[config.mk]
export PLATFORM = sky130hd
export DESIGN_NAME = lift_toggle_hold_controller_top
export DESIGN_NICKNAME = d
export VERILOG_FILES = /design/src/rtl/lthc_pkg.sv /design/src/rtl/lthc_core.sv /design/src/rtl/lift_toggle_hold_controller_top.sv
export SDC_FILE = /design/constraint.sdc
export NUM_CORES = 1
export LEC_CHECK = 0
export ABC_AREA = 1
export BUFFER_PORTS_ARGS = -buffer_cell sky130_fd_sc_hd__clkbuf_2
export CAP_MARGIN = 20
export CORE_MARGIN = 1.5
export CORE_UTILIZATION = 55
export CTS_CLUSTER_DIAMETER = 60
export DETAILED_ROUTE_END_ITERATION = 8
export PLACE_DENSITY = 0.73
export SLEW_MARGIN = 25
export SYNTH_ARGS = -nofsm -noshare
export SYNTH_HDL_FRONTEND = slang
export SYNTH_SLANG_ARGS = --single-unit
[constraint.sdc]
create_clock -name aclk -period 4 [get_ports aclk]
set_clock_uncertainty 0.05 [all_clocks]
set_input_delay 0.8 -clock aclk [delete_from_list [all_inputs] [get_ports aclk]]
set_output_delay 0.8 -clock aclk [all_outputs]
set_load 0.1 [all_outputs]
[src/rtl/lthc_pkg.sv]
// package for the lift toggle/hold controller: types, register map, constants
`timescale 1ns / 1ps

package lthc_pkg;

    // register map
    localparam int unsigned CFG_IDX_W  = 3;
    localparam int unsigned CFG_DATA_W = 16;

    localparam logic [CFG_IDX_W-1:0] REG_TICK_MS          = 3'd0;
    localparam logic [CFG_IDX_W-1:0] REG_NEUTRAL_POSITION = 3'd1;
    localparam logic [CFG_IDX_W-1:0] REG_OUT_POSITION     = 3'd2;
    localparam logic [CFG_IDX_W-1:0] REG_OUT_SLOW_MARGIN  = 3'd3;
    localparam logic [CFG_IDX_W-1:0] REG_IN_SLOW_ZONE     = 3'd4;
    localparam logic [CFG_IDX_W-1:0] REG_HOLD_TIME_MS     = 3'd5;
    localparam logic [CFG_IDX_W-1:0] REG_OUT_SETTLE_MS    = 3'd6;

    // field widths
    localparam int unsigned POS_W   = 13;
    localparam int unsigned VEL_W   = 9;
    localparam int unsigned CPOS_W  = 12;
    localparam int unsigned TIMER_W = 16;
    localparam int unsigned TICK_W  = 8;
    localparam int unsigned POWER_W = 8;
    localparam int unsigned MODE_W  = 2;

    // reset values of the configuration registers
    localparam logic [TICK_W-1:0]  TICK_MS_RST          = 8'd10;
    localparam logic [CPOS_W-1:0]  NEUTRAL_POSITION_RST = 12'd360;
    localparam logic [CPOS_W-1:0]  OUT_POSITION_RST     = 12'd575;
    localparam logic [CPOS_W-1:0]  OUT_SLOW_MARGIN_RST  = 12'd100;
    localparam logic [CPOS_W-1:0]  IN_SLOW_ZONE_RST     = 12'd150;
    localparam logic [TIMER_W-1:0] HOLD_TIME_MS_RST     = 16'd300;
    localparam logic [TIMER_W-1:0] OUT_SETTLE_MS_RST    = 16'd500;

    // drive power levels
    localparam logic signed [POWER_W-1:0] PWR_UP_FAST  = -8'sd127;
    localparam logic signed [POWER_W-1:0] PWR_UP_SLOW  = -8'sd60;
    localparam logic signed [POWER_W-1:0] PWR_OUT_FAST = 8'sd127;
    localparam logic signed [POWER_W-1:0] PWR_OUT_SLOW = 8'sd20;
    localparam logic signed [POWER_W-1:0] PWR_STOP     = 8'sd0;

    localparam logic [TIMER_W-1:0] TIMER_MAX = {TIMER_W{1'b1}};

    // lift mode codes
    localparam logic [MODE_W-1:0] LIFT_UP      = 2'd0;
    localparam logic [MODE_W-1:0] LIFT_OUT     = 2'd1;
    localparam logic [MODE_W-1:0] LIFT_NEUTRAL = 2'd2;

    // drive mode codes
    localparam logic DRIVE_POWER  = 1'b0;
    localparam logic DRIVE_TARGET = 1'b1;

    typedef struct packed {
        logic [TICK_W-1:0]  tick_ms;
        logic [CPOS_W-1:0]  neutral_position;
        logic [CPOS_W-1:0]  out_position;
        logic [CPOS_W-1:0]  out_slow_margin;
        logic [CPOS_W-1:0]  in_slow_zone;
        logic [TIMER_W-1:0] hold_time_ms;
        logic [TIMER_W-1:0] out_settle_ms;
    } cfg_t;

    typedef struct packed {
        logic                      drive_mode;
        logic signed [POWER_W-1:0] drive_power;
        logic [CPOS_W-1:0]         target_position;
        logic [MODE_W-1:0]         lift_mode;
    } result_t;

    function automatic logic [TIMER_W-1:0] sat_add(input logic [TIMER_W-1:0] t,
                                                   input logic [TICK_W-1:0] d);
        logic [TIMER_W:0] s;
        s = {1'b0, t} + {{(TIMER_W + 1 - TICK_W){1'b0}}, d};
        return s[TIMER_W] ? TIMER_MAX : s[TIMER_W-1:0];
    endfunction

endpackage

[src/rtl/lthc_core.sv]
// controller state registers and the per-tick decision logic
`timescale 1ns / 1ps

module lthc_core (
    input  logic                                  aclk,
    input  logic                                  aresetn,
    input  logic                                  step_en,
    input  lthc_pkg::cfg_t                        cfg,
    input  logic                                  button_pressed,
    input  logic signed [lthc_pkg::POS_W-1:0]     lift_position,
    input  logic signed [lthc_pkg::VEL_W-1:0]     lift_velocity,
    output lthc_pkg::result_t                     result
);

    logic                               want_up_reg, want_up_next;
    logic                               at_neutral_reg, at_neutral_next;
    logic                               press_lock_reg, press_lock_next;
    logic                               up_latched_reg, up_latched_next;
    logic [lthc_pkg::TIMER_W-1:0]       hold_timer_reg, hold_timer_next;
    logic [lthc_pkg::TIMER_W-1:0]       out_timer_reg, out_timer_next;

    logic signed [lthc_pkg::POS_W:0]    pos_ext;
    logic signed [lthc_pkg::POS_W:0]    slow_zone_ext;
    logic signed [lthc_pkg::POS_W:0]    out_limit;
    logic [lthc_pkg::TIMER_W-1:0]       hold_sum;
    logic [lthc_pkg::TIMER_W-1:0]       out_sum;

    always_ff @(posedge aclk) begin
        if (!aresetn) begin
            want_up_reg    <= 1'b1;
            at_neutral_reg <= 1'b0;
            press_lock_reg <= 1'b0;
            up_latched_reg <= 1'b0;
            hold_timer_reg <= '0;
            out_timer_reg  <= '0;
        end else if (step_en) begin
            want_up_reg    <= want_up_next;
            at_neutral_reg <= at_neutral_next;
            press_lock_reg <= press_lock_next;
            up_latched_reg <= up_latched_next;
            hold_timer_reg <= hold_timer_next;
            out_timer_reg  <= out_timer_next;
        end
    end

    assign pos_ext       = {lift_position[lthc_pkg::POS_W-1], lift_position};
    assign slow_zone_ext = {2'b00, cfg.in_slow_zone};
    assign out_limit     = $signed({2'b00, cfg.out_position})
                         - $signed({2'b00, cfg.out_slow_margin});
    assign hold_sum      = lthc_pkg::sat_add(hold_timer_reg, cfg.tick_ms);
    assign out_sum       = lthc_pkg::sat_add(out_timer_reg, cfg.tick_ms);

    always_comb begin
        want_up_next    = want_up_reg;
        at_neutral_next = at_neutral_reg;
        press_lock_next = press_lock_reg;
        up_latched_next = up_latched_reg;
        hold_timer_next = hold_timer_reg;
        out_timer_next  = out_timer_reg;

        result.drive_mode      = lthc_pkg::DRIVE_POWER;
        result.drive_power     = lthc_pkg::PWR_STOP;
        result.target_position = '0;
        result.lift_mode       = lthc_pkg::LIFT_UP;

        // button handling
        if (button_pressed && !press_lock_reg) begin
            want_up_next    = at_neutral_reg ? 1'b0 : !want_up_reg;
            at_neutral_next = 1'b0;
            press_lock_next = 1'b1;
        end else if (button_pressed) begin
            if (want_up_reg) begin
                hold_timer_next = hold_sum;
                if (hold_sum >= cfg.hold_time_ms) begin
                    at_neutral_next = 1'b1;
                end
            end
        end else begin
            press_lock_next = 1'b0;
            hold_timer_next = '0;
        end

        // drive command
        if (at_neutral_next) begin
            result.drive_mode      = lthc_pkg::DRIVE_TARGET;
            result.target_position = cfg.neutral_position;
            result.lift_mode       = lthc_pkg::LIFT_NEUTRAL;
        end else if (want_up_next) begin
            result.lift_mode = lthc_pkg::LIFT_UP;
            if (pos_ext < slow_zone_ext) begin
                if (lift_velocity == '0 || lift_position < 0) begin
                    up_latched_next    = 1'b1;
                    result.drive_power = lthc_pkg::PWR_STOP;
                end else begin
                    result.drive_power = up_latched_reg ? lthc_pkg::PWR_STOP
                                                        : lthc_pkg::PWR_UP_SLOW;
                end
            end else begin
                up_latched_next    = 1'b0;
                result.drive_power = lthc_pkg::PWR_UP_FAST;
            end
        end else begin
            result.lift_mode = lthc_pkg::LIFT_OUT;
            if (pos_ext > out_limit) begin
                if (lift_velocity == '0) begin
                    result.drive_power = lthc_pkg::PWR_STOP;
                end else begin
                    out_timer_next     = out_sum;
                    result.drive_power = (out_sum < cfg.out_settle_ms)
                                       ? lthc_pkg::PWR_OUT_SLOW : lthc_pkg::PWR_STOP;
                end
            end else begin
                result.drive_power = lthc_pkg::PWR_OUT_FAST;
                out_timer_next     = '0;
            end
        end
    end

endmodule

[src/rtl/lift_toggle_hold_controller_top.sv]
// top level of the lift toggle/hold controller: request pipeline and config registers
`timescale 1ns / 1ps

// Takes one sensor tick per request (button level, lift position, lift
// velocity) and returns one drive command per request, in order. A new request
// is taken every clock cycle unless the result side stalls; each passes an input
// register, then the combinational decision logic, then a result register, and
// the controller state updates as its result is registered. Backpressure on the
// result side stalls both stages. The user must write configuration registers
// through cfg_wr_en / cfg_index / cfg_wdata only while no request is in flight;
// the block does not enforce this. An index above the last register is ignored
// and data is cut to the register's width.
module lift_toggle_hold_controller_top (
    input  logic                                   aclk,
    input  logic                                   aresetn,

    input  logic                                   s_valid,
    output logic                                   s_ready,
    input  logic                                   s_button_pressed,
    input  logic signed [lthc_pkg::POS_W-1:0]      s_lift_position,
    input  logic signed [lthc_pkg::VEL_W-1:0]      s_lift_velocity,

    output logic                                   m_valid,
    input  logic                                   m_ready,
    output logic                                   m_drive_mode,
    output logic signed [lthc_pkg::POWER_W-1:0]    m_drive_power,
    output logic [lthc_pkg::CPOS_W-1:0]            m_target_position,
    output logic [lthc_pkg::MODE_W-1:0]            m_lift_mode,

    input  logic                                   cfg_wr_en,
    input  logic [lthc_pkg::CFG_IDX_W-1:0]         cfg_index,
    input  logic [lthc_pkg::CFG_DATA_W-1:0]        cfg_wdata
);

    lthc_pkg::cfg_t                        cfg_reg;

    logic                                  in_valid_reg;
    logic                                  in_button_reg;
    logic signed [lthc_pkg::POS_W-1:0]     in_position_reg;
    logic signed [lthc_pkg::VEL_W-1:0]     in_velocity_reg;

    logic                                  out_valid_reg;
    lthc_pkg::result_t                     out_result_reg;
    lthc_pkg::result_t                     step_result;

    logic                                  advance;

    // configuration registers
    always_ff @(posedge aclk) begin
        if (!aresetn) begin
            cfg_reg.tick_ms          <= lthc_pkg::TICK_MS_RST;
            cfg_reg.neutral_position <= lthc_pkg::NEUTRAL_POSITION_RST;
            cfg_reg.out_position     <= lthc_pkg::OUT_POSITION_RST;
            cfg_reg.out_slow_margin  <= lthc_pkg::OUT_SLOW_MARGIN_RST;
            cfg_reg.in_slow_zone     <= lthc_pkg::IN_SLOW_ZONE_RST;
            cfg_reg.hold_time_ms     <= lthc_pkg::HOLD_TIME_MS_RST;
            cfg_reg.out_settle_ms    <= lthc_pkg::OUT_SETTLE_MS_RST;
        end else if (cfg_wr_en) begin
            case (cfg_index)
                lthc_pkg::REG_TICK_MS: begin
                    cfg_reg.tick_ms <= cfg_wdata[lthc_pkg::TICK_W-1:0];
                end
                lthc_pkg::REG_NEUTRAL_POSITION: begin
                    cfg_reg.neutral_position <= cfg_wdata[lthc_pkg::CPOS_W-1:0];
                end
                lthc_pkg::REG_OUT_POSITION: begin
                    cfg_reg.out_position <= cfg_wdata[lthc_pkg::CPOS_W-1:0];
                end
                lthc_pkg::REG_OUT_SLOW_MARGIN: begin
                    cfg_reg.out_slow_margin <= cfg_wdata[lthc_pkg::CPOS_W-1:0];
                end
                lthc_pkg::REG_IN_SLOW_ZONE: begin
                    cfg_reg.in_slow_zone <= cfg_wdata[lthc_pkg::CPOS_W-1:0];
                end
                lthc_pkg::REG_HOLD_TIME_MS: begin
                    cfg_reg.hold_time_ms <= cfg_wdata[lthc_pkg::TIMER_W-1:0];
                end
                lthc_pkg::REG_OUT_SETTLE_MS: begin
                    cfg_reg.out_settle_ms <= cfg_wdata[lthc_pkg::TIMER_W-1:0];
                end
                default: begin
                end
            endcase
        end
    end

    // pipeline handshake
    assign advance = in_valid_reg && (!out_valid_reg || m_ready);
    assign s_ready = !in_valid_reg || advance;

    always_ff @(posedge aclk) begin
        if (!aresetn) begin
            in_valid_reg <= 1'b0;
        end else if (s_ready) begin
            in_valid_reg <= s_valid;
        end
    end

    always_ff @(posedge aclk) begin
        if (s_valid && s_ready) begin
            in_button_reg   <= s_button_pressed;
            in_position_reg <= s_lift_position;
            in_velocity_reg <= s_lift_velocity;
        end
    end

    lthc_core u_core (
        .aclk           (aclk),
        .aresetn        (aresetn),
        .step_en        (advance),
        .cfg            (cfg_reg),
        .button_pressed (in_button_reg),
        .lift_position  (in_position_reg),
        .lift_velocity  (in_velocity_reg),
        .result         (step_result)
    );

    always_ff @(posedge aclk) begin
        if (!aresetn) begin
            out_valid_reg <= 1'b0;
        end else if (advance) begin
            out_valid_reg <= 1'b1;
        end else if (m_ready) begin
            out_valid_reg <= 1'b0;
        end
    end

    always_ff @(posedge aclk) begin
        if (advance) begin
            out_result_reg <= step_result;
        end
    end

    assign m_valid           = out_valid_reg;
    assign m_drive_mode      = out_result_reg.drive_mode;
    assign m_drive_power     = out_result_reg.drive_power;
    assign m_target_position = out_result_reg.target_position;
    assign m_lift_mode       = out_result_reg.lift_mode;

endmodule

# Yosys cells after proc, flatten, opt, wreduce, memory -nomap -nowiden
# Cells that the tools add are included.
word_totals:
  in_bits: 47
  wordCells: 94
  output_inout_bits: 25
  ff_bits: 172
op_classes:
  bitwise: 3
  mux: 27
  eq_ne: 10
  reduce_logical: 24
  order_cmp: 5
  addsub: 3
ops:
  columns: ["op", "n"]
  rows:
  - ["2-to-1 mux 16 bit", 6]
  - ["2-to-1 mux 8 bit", 6]
  - ["adder 16 x 8 -> 17 bit", 2]
  - [">= comparator 16 bit", 1]
  - ["< comparator 16 bit", 1]
  - ["AND reduction 2 bit", 8]
  - ["2-to-1 mux 1 bit", 14]
  - ["greater-than comparator 13 bit", 1]
  - ["< comparator 13 x 1 -> 1 bit (second input constant)", 1]
  - ["< comparator 13 bit", 1]
  - ["subtractor 12 x 12 -> 13 bit", 1]
  - ["== test 3 bit (second input constant)", 3]
  - ["logical NOT 9 bit", 1]
  - ["AND reduction 4 bit", 2]
  - ["== test 3 x 2 -> 1 bit (second input constant)", 2]
  - ["2-to-1 mux 5 bit", 1]
  - ["logical NOT 1 bit", 4]
  - ["inequality test 2 x 1 -> 1 bit (second input constant)", 2]
  - ["inequality test 2 bit (second input constant)", 2]
  - ["== test 3 x 1 -> 1 bit (second input constant)", 1]
  - ["logical AND 1 bit", 3]
  - ["logical NOT 3 bit", 1]
  - ["logical OR 1 bit", 3]
  - ["inverter 1 bit", 3]
  - ["2 further kinds", 2]

# Logic depth before layout (Yosys ltp)
depth:
  word_depth: 9
  depth_mapped: 29

# Hierarchy
# Synthesis repeated with hierarchy kept, for this count alone.
unflattened:
  cells_unflattened: 1367
  hier_area_um2: 9845.7
by_module_without_submodules:
  columns: ["module", "instances", "area_per_inst_um2", "cells_per_inst"]
  rows:
  - ["lthc_core", 1, 4968.5, 827]
  - ["lift_toggle_hold_controller_top", 1, 4877.2, 540]

# Least setup slack after synthesis
# Ideal clock, no wire load.
synth_timing:
  path_type: "register to register"
  from: "register cfg_reg[80] in the netlist's numbering"
  to: "register out_result_reg, in the netlist m_drive_mode, data pin"
  arrival_time_ps: 2989
  synth_period_minus_slack_ps: 3308
  slack_ps: 692
  stages_incl_launch_ff: 26
  setup_time_ps: 269
  cell_sequence: "dfxtp_1 > ha_1 > fa_1 > nand2_1 > inv_1 > nand2_1 > nand3_1 > nand2_1 > nand2_2 > nand4_2 > inv_1 > or2_2 > ha_1 > nand2_1 > nand2_1 > nand2_1 > nand2_1 > nand2_1 > nand2_1 > nand2_1 > nand3_1 > nand2_1 > nand2_1 > nand2_4 > clkbuf_1 > inv_1"
synth_via:
  elab_chain_len: 8
synth_lines:
  columns: ["item", "line_no", "rtl"]
  rows:
  - ["start, declared", "lift_toggle_hold_controller_top.sv:35", "lthc_pkg::cfg_t cfg_reg;"]
  - ["adder 16 x 8 -> 17 bit", "lthc_pkg.sv:74", "s = {1'b0, t} + {{(TIMER_W + 1 - TICK_W){1'b0}}, d};"]
  - ["2-to-1 mux 16 bit", "lthc_pkg.sv:75", "return s[TIMER_W] ? TIMER_MAX : s[TIMER_W-1:0];"]
  - [">= comparator 16 bit", "lthc_core.sv:74", "if (hold_sum >= cfg.hold_time_ms) begin"]
  - ["2-to-1 mux 1 bit", "lthc_core.sv:74", null]
  - ["2-to-1 mux 1 bit", "lthc_core.sv:72", "if (want_up_reg) begin"]
  - ["2-to-1 mux 1 bit", "lthc_core.sv:71", "end else if (button_pressed) begin"]
  - ["2-to-1 mux 1 bit", "lthc_core.sv:67", "if (button_pressed && !press_lock_reg) begin"]
  - ["named net u_core.at_neutral_next", "lthc_core.sv:16", "logic at_neutral_reg, at_neutral_next;"]
  - ["2-to-1 mux 1 bit", "lthc_core.sv:84", "if (at_neutral_next) begin"]
  - ["end signal, assigned", "lift_toggle_hold_controller_top.sv:130", "out_result_reg <= step_result;"]
  - ["end, declared", "lift_toggle_hold_controller_top.sv:43", "lthc_pkg::result_t out_result_reg;"]
# The timed path passes the listed nets, and every way through them passes these cells.
# A chain may end at the register's enable or synchronous reset.

# Final worst setup path
layout_timing:
  from: "register cfg_reg[56] in the netlist's numbering"
  to: "register out_result_reg, in the netlist m_drive_power[2], data pin"
layout_via:
  elab_chain_len: 4
layout_lines:
  columns: ["item", "line_no", "rtl"]
  rows:
  - ["subtractor 12 x 12 -> 13 bit", "lthc_core.sv:49", "- $signed({2'b00, cfg.out_slow_margin});"]
  - ["greater-than comparator 13 bit", "lthc_core.sv:104", "if (pos_ext > out_limit) begin"]
  - ["2-to-1 mux 8 bit", "lthc_core.sv:104", null]
  - ["2-to-1 mux 8 bit", "lthc_core.sv:88", "end else if (want_up_next) begin"]
# Every way passes these cells.

==> results by group <==
Final layout
  – Final net count: 1418
  – Layout Utilization: 0.639
  – Share of cells above drive strength 1: 0.130
  – Post-route insts no fill: 1518
  – Fin area: 10600 µm²
  – Ant diodes: 0
  – Fill cell count: 1473
  – Most common cell after layout, fill and taps aside: nand2_1
  – Most frequent cells in the layout: nand2_1, inv_1, nor2_1, dfxtp_1, a21oi_1
  – Register area: 3840 µm²
  – Max reg flops: 88
  – Multi-input logic area: 4780 µm²
  – Synth-to-Final Area Change: 13.5%

Setup path
  – R2r endpoint: m_drive_power[2]
  – R2r setup slk: 0.21 ns
  – Most common cell on crit path: nand2_1
  – R2R Path Start: cfg_reg[56]
  – Startpoint Class: flip-flop
  – Arrival @ worst endpoint: 4.05 ns
  – Worst path cell trace: inv_1 > ha_1 > inv_1 > fa_2 > a21oi_2 > o21bai_2 > nand2_1 > o211ai_1 > nand2_1 > a22oi_2 > a21oi_1 > o21bai_1 > ha_1 > nand2_1 > nor2_2 > and2_4 > nand4_1 > buf_4 > nand3_4 > inv_6 > o21ai_0 > nand2_1 > nand2_1
  – Worst path max stage delay: 0.37 ns
  – R2r worst-path depth: 23
  – Max FO, Critical Path: 15
  – Kind of critical path: reg -> reg
  – CP Capture Type: flip-flop
  – Max stage delay cell, worst path: fa_2
  – Worst Path Required: 4.26 ns

Place
  – Routability cong.: 0.897
  – Port bufs: 71
  – HPWL after DPL: 16.3 mm
  – Dpl cell area: 9880 µm²
  – Placed Cells incl. Taps: 1473

Routing
  – DRT Wirelength: 22.9 mm
  – Via density per instance: 5.33
  – Antenna viol nets, final: 0
  – DRT Pass-1 Iters: 5
  – Vias: 8093
  – DR DRC count: 0
  – DR WL/cell: 15.1 µm
  – First DRT Iteration DRCs: 620

Clocking
  – Worst-skew pair later-pin latency: 0.44 ns
  – CTS tree: yes
  – CTS Buffer Depth: 2
  – CTS Buf Count: 17
  – Worst-path clk slew: 0.07 ns
  – Clk sinks: 170
  – Hold_buf cts: 0
  – Clock Root Buffer: clkbuf_16
  – Depth of the CTS H-tree: 4

Synth
  – Sequential fraction of the synthesis area: 0.410
  – Mapped cell area: 9370 µm²
  – Mapped Avg Cell Area: 7.75 µm²
  – Post-synth top area cell: dfxtp_1
  – Multiplexer share of the synthesized area: 0
  – Post-Synth XOR/XNOR Area: 0.0150
  – Post-Synth Simple-Gate Area: 0.235
  – Flops & latches, synth: 170
  – Asr flop ratio synth: 0
  – Unique cell type count in the Yosys netlist: 47
  – Commonest register cell after synthesis: dfxtp_1
  – Top cells by area, synth: dfxtp_1, edfxtp_1, ha_1
  – Number of enable flip-flop cells after synthesis: 44
  – Yosys top cell area share: 0.269
  – Mapped Cells: 1210
  – Synth Area in Adders: 0.117
  – Complex-gate fraction of the synthesized area: 0.136
  – Ys Warns: 0
  – Mapped Nets: 1343
  – Largest family of logic cells by synthesized area: simple AND/OR/NAND/NOR gates

Timing
  – FMAX: 264 MHz
  – Final Max Slew Viols: 0
  – Rel. slew slack: 0.372
  – Worst Tran Pin Value: 0.942 ns
  – Hold Slack: 0.408 ns
  – Setup TNS: 0 ns
  – Final setup vio count: 0
  – Final period util: 0.948
  – Tmin final: 3.79 ns
  – Final hold vios: 0

Hold path
  – Worst Hold End: cfg_reg[53]
  – Hold WC Path Type: reg -> reg
  – Hold Path Origin: cfg_reg[53]
  – Worst Hold Depth: 2

Power
  – LEAKAGE: 0.00494 µW
  – VDD IR max: 0.000336 V
  – P per Cell Area: 396 nW/µm²

Die
  – CORE AREA: 16600 µm²
  – Starting Density: 0.563
  – Die height: 134 µm
  – Die area: 17800 µm²
  – Die width: 134 µm
  – I/O pin cnt: 72
  – Row count: 47

GRT
  – Overflow after GRT: 0
  – Vias in the first global route: 7372
  – Tot GR Track Use: 0.260
  – First-pass GRT wire length: 36.4 mm
  – Largest net degree at the start of global routing: 75
  – Initial antenna violation count: 1

Flow run
  – Max-cap violation count: 0

Run status
  – Status: finished clean
[final cells by class]
cell class,count,area share
Clock buffer,17,0.0400
Clock inverter,15,0.0147
Inverter,167,0.0599
Multi-Input combinational cell,839,0.449
Sequential cell,170,0.361
Tap cell,220,0.0259
Timing Repair Buffer,89,0.0485
Timing Repair inverter,1,0.000471
[worst max-delay path, delay by kind of cell, from the launching register on]
kind / cells / cell delay (ns)
DFF: 1 / 0.30
buffers and inverters: 4 / 0.45
and+or+nand+nor: 9 / 1.15
adders and majority gates: 3 / 0.81
AOI/OAI and AO/OA: 7 / 0.89
[synth_stat cells (all sizes together) (4+ instances only)]
cell,n
a21oi,116
clkbuf,20
a31oi,4
buf,15
o211ai,21
nand2,259
inv,167
ha,83
edfxtp,44
o21ai,83
xnor2,4
xor2,12
nand4,27
nor2,134
or2,4
nor3,11
dfxtp,126
nand3,61
[report_power, final]
group	switching (µW)	leakage [µW]	internal, µW
combinational	485	0.00321	210
sequential	36.6	0.00145	1840
clock	754	0.000276	880
[through the flow]
step	setup slack, ns	power [µW]
after floorplan	0.692	2420
after global placement	0.134	2560
after CTS	0.0110	4190
final	0.208	4210
after global routing	-0.0102	4390
after detailed placement	0.0857	2580
[logic make-up (layout without fill, tap and decap cells)]
| logic type | Yosys count | in the layout |
|---|---|---|
| compound gates | 235 | 235 |
| xor+xnor | 16 | 16 |
| fa+ha+maj | 86 | 86 |
| buf+inv | 202 | 289 |
| flops | 170 | 170 |
| simple gates | 501 | 502 |
[routing by layer]
layer | routed length [µm] | track usage | part of all wire | vias to the layer above
met5 | 0 | 0 | 0 | -
met4 | 408 | 0.0857 | 0.018 | 0
met3 | 974 | 0.0449 | 0.043 | 30
met2 | 10600 | 0.427 | 0.46 | 203
met1 | 10900 | 0.350 | 0.48 | 3696
li1 | - | - | - | 4164
[timing repair]
item	CTS	global route
setup buffers	0	11
gates resized for setup	0	18
setup endpoints to repair	0	22
[how the worst max path moves through the flow]
stage / startpoint / end / slack (ns) / cells past startpoint
after floorplan: cfg_reg[80] / m_drive_mode / 0.69 / 25
after global placement: cfg_reg[56] / m_drive_power[2] / 0.13 / 24
after detailed placement: cfg_reg[80] / u_core.out_timer_reg[6] / 0.09 / 27
after CTS: cfg_reg[56] / u_core.out_timer_reg[7] / 0.01 / 24
after global routing: cfg_reg[56] / u_core.out_timer_reg[2] / -0.01 / 26
final: cfg_reg[56] / m_drive_power[2] / 0.21 / 23
Note: power is estimated with default switching activity, not from simulation.
